[src/hw/rtl/mhi_pkg.sv]
// Shared types and codes for the min-heap insert/delete unit.
package mhi_pkg;

	// operation codes carried on the kind field
	localparam logic KIND_INSERT = 1'b0;
	localparam logic KIND_DELETE = 1'b1;

	// result status codes
	localparam logic [1:0] ST_OK    = 2'd0;
	localparam logic [1:0] ST_FULL  = 2'd1;
	localparam logic [1:0] ST_MISS  = 2'd2;
	localparam logic [1:0] ST_EMPTY = 2'd3;

	// phase of an operation token as it walks down the cell chain
	typedef enum logic [1:0] {
		PH_ACTIVE,  // insert still placing its carry, or delete still searching
		PH_SHIFT,   // delete found its key; cells pull their right neighbor left
		PH_DONE     // operation finished, token just drains to the end
	} phase_t;

	// control part of a token handed from cell to cell
	typedef struct packed {
		logic   vld;
		logic   del;
		logic   found;
		phase_t phase;
	} tok_ctl_t;

endpackage

[src/hw/rtl/mhi_cell.sv]
// One cell of the sorted key chain: holds one key and steps an operation token.
module mhi_cell import mhi_pkg::*; #(
	parameter int KEY_WIDTH = 32
) (
	input  logic                        clk,
	input  logic                        arst_n,
	// token from the left neighbor
	input  tok_ctl_t                    up_ctl,
	input  logic signed [KEY_WIDTH-1:0] up_key,
	// contents of the right neighbor, pulled in during a delete shift
	input  logic signed [KEY_WIDTH-1:0] nxt_key,
	input  logic                        nxt_occ,
	// own contents
	output logic signed [KEY_WIDTH-1:0] key,
	output logic                        occ,
	// token to the right neighbor
	output tok_ctl_t                    dn_ctl,
	output logic signed [KEY_WIDTH-1:0] dn_key
);

	logic signed [KEY_WIDTH-1:0] key_q;
	logic signed [KEY_WIDTH-1:0] carry_q;
	logic                        occ_q;
	tok_ctl_t                    ctl_q;

	logic signed [KEY_WIDTH-1:0] key_d;
	logic signed [KEY_WIDTH-1:0] carry_d;
	logic                        occ_d;
	tok_ctl_t                    ctl_d;

	// step the token through this cell; chain stays sorted ascending
	always_comb begin
		key_d   = key_q;
		occ_d   = occ_q;
		ctl_d   = up_ctl;
		carry_d = up_key;
		if (up_ctl.vld) begin
			unique case (up_ctl.phase)
				PH_ACTIVE: begin
					if (!up_ctl.del) begin
						// insert: first empty cell takes the carry, smaller carry swaps in
						if (!occ_q) begin
							occ_d       = 1'b1;
							key_d       = up_key;
							ctl_d.phase = PH_DONE;
						end else if (up_key < key_q) begin
							key_d   = up_key;
							carry_d = key_q;
						end
					end else begin
						// delete search: past the key or past the end means absent
						if (!occ_q || key_q > up_key) begin
							ctl_d.phase = PH_DONE;
						end else if (key_q == up_key) begin
							key_d       = nxt_key;
							occ_d       = nxt_occ;
							ctl_d.found = 1'b1;
							ctl_d.phase = nxt_occ ? PH_SHIFT : PH_DONE;
						end
					end
				end
				PH_SHIFT: begin
					key_d = nxt_key;
					occ_d = nxt_occ;
					if (!nxt_occ) begin
						ctl_d.phase = PH_DONE;
					end
				end
				PH_DONE: begin
				end
				default: begin
				end
			endcase
		end
	end

	// control state
	always_ff @(posedge clk or negedge arst_n) begin
		if (!arst_n) begin
			occ_q <= 1'b0;
			ctl_q <= '0;
		end else begin
			occ_q <= occ_d;
			ctl_q <= ctl_d;
		end
	end

	// key payload
	always_ff @(posedge clk) begin
		key_q   <= key_d;
		carry_q <= carry_d;
	end

	assign key    = key_q;
	assign occ    = occ_q;
	assign dn_ctl = ctl_q;
	assign dn_key = carry_q;

endmodule

[config.mk]
export PLATFORM = sky130hd
export DESIGN_NAME = mhi_cell
export DESIGN_NICKNAME = d
export VERILOG_FILES = /design/src/hw/rtl/mhi_pkg.sv /design/src/hw/rtl/mhi_cell.sv
export SDC_FILE = /design/constraint.sdc
export NUM_CORES = 1
export LEC_CHECK = 0
export ABC_AREA = 1
export BUFFER_PORTS_ARGS = -buffer_cell sky130_fd_sc_hd__buf_2
export CAP_MARGIN = 20
export CORE_MARGIN = 2
export CORE_UTILIZATION = 49
export CTS_CLUSTER_DIAMETER = 200
export CTS_CLUSTER_SIZE = 16
export DETAILED_ROUTE_END_ITERATION = 12
export PLACE_DENSITY_LB_ADDON = 0.1
export SYNTH_ARGS = -nofsm -noshare
export SYNTH_HDL_FRONTEND = slang
export SYNTH_SLANG_ARGS = --single-unit
[constraint.sdc]
create_clock -name clk -period 5 [get_ports clk]
set_clock_uncertainty 0.1 [all_clocks]
set_input_delay 1 -clock clk [delete_from_list [all_inputs] [get_ports clk]]
set_output_delay 1 -clock clk [all_outputs]
set_load 0.005 [all_outputs]
* Word level (Yosys, flattened, before mapping)
Cells that the tools add are included.
** Storage, ports and cells
- Bits in registers :: 70
- Bits of input ports :: 72
- Output and inout bits :: 70
- Logic and storage cells :: 46
** Operators by class
- $lt $le $gt $ge :: 2
- Eq/ne operators :: 5
- Mux-type cells :: 26
- Reduce and logical (&&, ||, !) cells :: 6
** Operators with widths (number)
- $mux W32 :: 10
- $pmux W32 S2 :: 1
- $eq A32 B32 Y1 :: 1
- $gt A32 B32 Y1 :: 1
- $lt A32 B32 Y1 :: 1
- $mux W2 :: 5
- $mux W1 :: 6
- $mux W3 :: 2
- $ne A3 B3 Y1 const B :: 2
- $reduce_and A5 Y1 :: 1
- $ne A4 B4 Y1 const B :: 1
- $pmux W2 S2 :: 1
- $reduce_and A4 Y1 :: 1
- $eq A2 B1 Y1 const B :: 1
- $logic_not A2 Y1 :: 1
- $pmux W1 S2 :: 1
- $reduce_bool A2 Y1 :: 1
- $logic_not A1 Y1 :: 1
- $logic_or A1 B1 Y1 :: 1

* Longest topological paths before layout
- Depth after elaboration :: 6
- Depth in mapped cells :: 20
- Gate-level depth less buffers :: 20

* Least setup slack after synthesis
OpenSTA, ideal clock, no wires.
- Path kind :: input -> register
- From :: input up_key[31]
- To :: register key_q[0], in the netlist key[0], enable pin
- Setup time :: 0.421 ns
- Arrival :: 3.646 ns
- Required time :: 4.479 ns
- Slack :: 0.833 ns
- Stages on the path :: 10
- Buffers on the path :: 0
- Cell sequence :: inv_1 > ha_1 > nand4_2 > nor2_2 > nand2_1 > nor2_2 > nand2_1 > a311oi_1 > nand2_1 > nor2_1
** On the way
- Longest elaborated chain between the ends :: 4
- Elaborated cells between the ends (all ways) :: 8
- Classes of those cells :: order compare (2); eq/ne (4); reduce/logical (2)
** Ends and longest elaborated chain
- start: declaration :: line mhi_cell.sv:9 : input logic signed [KEY_WIDTH-1:0] up_key,
- $gt A32 B32 Y1 :: line mhi_cell.sv:52 : if (!occ_q || key_q > up_key) begin
- $logic_or A1 B1 Y1 :: line mhi_cell.sv:52
- $ne A3 B3 Y1 (no line)
- $reduce_and A5 Y1 (no line) *
- end signal: assignment :: line mhi_cell.sv:90 : key_q <= key_d;
- end: declaration :: line mhi_cell.sv:21 : logic signed [KEY_WIDTH-1:0] key_q;
Mark *: on every way between the ends. The rest lies on a longest branch, timed or not.
A chain may end at the register's enable or synchronous reset.

* Worst setup path after layout
- From :: input up_key[31]
- To :: register key_q[15], in the netlist key[15], enable pin
Same word-level chain as after synthesis.

==> flow_summary.json <==
{
  "vias": 3064,
  "yosys_warnings": 0,
  "setup.worst_path.class": "in2reg",
  "cts.sink_count": 70,
  "multi_input_area_sq_mm": 0.00162,
  "insertedDiodeCount": 0,
  "post_cts_buffers": 0,
  "path_buf_inv": 2,
  "synth_flop_cell": "edfxtp_1",
  "dr.pass1.iters": 4,
  "numCtsBuffers": 9,
  "root_buffer": "clkbuf_8",
  "ir_worst_vdd_mv": 0.138,
  "slew_headroom_pct": 29.7,
  "crit_fanout": 32,
  "n_fill_cell": 683,
  "clkSlewWorstSetupHoldPaths_ns": 0.07,
  "crit_slowest_cell": "nor2_4",
  "synth_top_area_share_pct": 26.5,
  "drive_above_1_share_pct": 38.5,
  "grt_pass1_vias": 3046,
  "ys_seq_area_share_pct": 48.3,
  "cp_data_arrival_time_ns": 3.33,
  "synthToLayoutAreaGrowth_pct": 25.9,
  "routed_wl_um": 8060,
  "critical_path.most_common_cell": "nand2_1",
  "grt_pass1_wl_um": 13500,
  "place.port_buffers": 141,
  "final_max_slew_viol_count": 0,
  "grt_use_total_pct": 20.3,
  "rows": 31,
  "rsz0062_at_grt": "false",
  "synthCells": 392,
  "crit_path_start_kind": "input pin",
  "drt-initial-drc-count": 86,
  "layout_common_cells": "buf_2, nand2_1, inv_1",
  "setup_violations": 0,
  "viasPerCell": 4.82,
  "p_leak_uw": 0.00227,
  "hpwl_um": 5950,
  "fin_crit_ns": 3.47,
  "status": "complete, no violations",
  "synth_nets": 496,
  "io_pins": 142,
  "cts_resized": 0,
  "syn_avg_cell_area_sq_um": 9.26,
  "power_density_mw_per_mm2": 284,
  "synth_area_sq_mm": 0.00363,
  "tritoncts": "yes",
  "post-route-util_pct": 63.4,
  "hold_class": "in2async",
  "clk_latency_ns": 0.34,
  "ctsHoldBuffers": 0,
  "crit_path_end_kind": "register",
  "gp_congestion": 0.822,
  "synth.area.top_cells": "edfxtp_1, dfxtp_1, ha_1, nand2_1, a21oi_2",
  "wl_per_cell_um": 12.7,
  "initial_core_util_pct": 50.3,
  "synth_area_leader_cell": "edfxtp_1",
  "final_common_cell": "buf_2",
  "cpPeakStageDelay_ns": 0.73,
  "grt_max_degree": 65,
  "die_x_um": 90.1,
  "nets": 636,
  "dieArea_sq_mm": 0.00811,
  "drc": 0,
  "path_cells": "buf_2, inv_1, ha_1, nand4_2, nor2_2, nand2_1, nor2_2, nand2_1, a311oi_1, nand2_1, nor2_4",
  "setup_tns_ns": 0,
  "core_area_sq_mm": 0.00721,
  "drv_cap": 0,
  "max_freq_ghz": 0.288,
  "async_reset_ff_share_pct": 8.57,
  "worst-slew-pin-transition_ns": 1.05,
  "finalHoldViolations": 0,
  "antenna_found_initial": 0,
  "synth-edff-count": 32,
  "final.period_utilization_pct": 69.4,
  "total_power_uw": 1300,
  "htreeDepth": 3,
  "die_h_um": 90.1,
  "synth-seq-cells": 70,
  "regArea_sq_mm": 0.00175,
  "grt-ovfl-total": 0,
  "postRouteAntennaNets": 0,
  "critical_path_required_ns": 4.86,
  "yosysUniqueCellTypes": 27,
  "clock_path_buffers": 2,
  "crit_family": "simple AND/OR/NAND/NOR gates"
}
## cell families (layout without fill, tap and decap cells)
kind of cell	after synthesis	after routing	share of synthesized area, %
multiplexers	1	1	0.310
buffers and inverters	60	205	7.51
flip-flops	70	70	48.3
AO/OA/AOI/OAI	85	85	14.6
AND/OR/NAND/NOR	144	144	18.2
adder cells (fa/ha/maj)	32	32	11.0
## layer usage
metal,part of all wire [%],GRT usage [%]
met5,0,0
met4,1.3,7.56
met3,5.9,3.86
met2,47,34.7
met1,46,25.6
## through the flow
step	cells	hold WS (ns)	worst slack (ns)	cell area, sq um
2_1_floorplan	392	0.435	0.833	3630
3_3_place_gp	620	0.431	1.25	4380
3_5_place_dp	620	0.442	1.16	4380
4_1_cts	636	0.353	1.53	4570
5_1_grt	636	0.356	1.28	4570
6_report	636	0.371	1.53	4570
## layout make-up
class / instances / area share [%]
clock buffers: 12 / 3.18
clock inverters: 4 / 1.01
inverters: 48 / 4.00
multi-input cells: 262 / 35.3
flip-flops and latches: 70 / 38.3
well taps: 99 / 2.71
repair buffers: 141 / 15.4
## registers in the layout (all words and copies together) (netlist names)
signal  count
key        32
occ         1
dn_ctl      5
dn_key     32
## power breakdown
| part | switching (uW) | internal (uW) | total, uW |
|---|---|---|---|
| clock network | 208 | 242 | 450 |
| logic | 109 | 87.0 | 196 |
| registers | 17.4 | 636 | 654 |
## synthesized netlist by cell type, types with 6 or more instances
cell type,n
a21oi_1,21
a21oi_2,24
buf_6,6
clkbuf_1,6
dfrtp_1,6
dfxtp_1,32
edfxtp_1,32
ha_1,32
inv_1,47
nand2_1,75
nand3_1,7
nor2_1,28
nor2_2,22
o21ai_0,33
## path summary, 6_finish.rpt
| check | start | to | slack (ns) | depth (start not counted) |
|---|---|---|---|---|
| max | up_key[31] | key[15]$_DFFE_PP_ | 1.53 | 11 |
| min | arst_n | dn_ctl[4]$_DFF_PN0_ | 0.37 | 1 |
| min reg2reg | key[17]$_DFFE_PP_ | dn_key[17]$_DFF_P_ | 0.46 | 2 |
| max reg2reg | key[31]$_DFFE_PP_ | key[15]$_DFFE_PP_ | 1.88 | 9 |
| min in group clk | key[17]$_DFFE_PP_ | dn_key[17]$_DFF_P_ | 0.46 | 2 |
| max in group asynchronous | arst_n | dn_ctl[3]$_DFF_PN0_ | 4.28 | 1 |
Note: power is estimated with default switching activity, not from simulation.
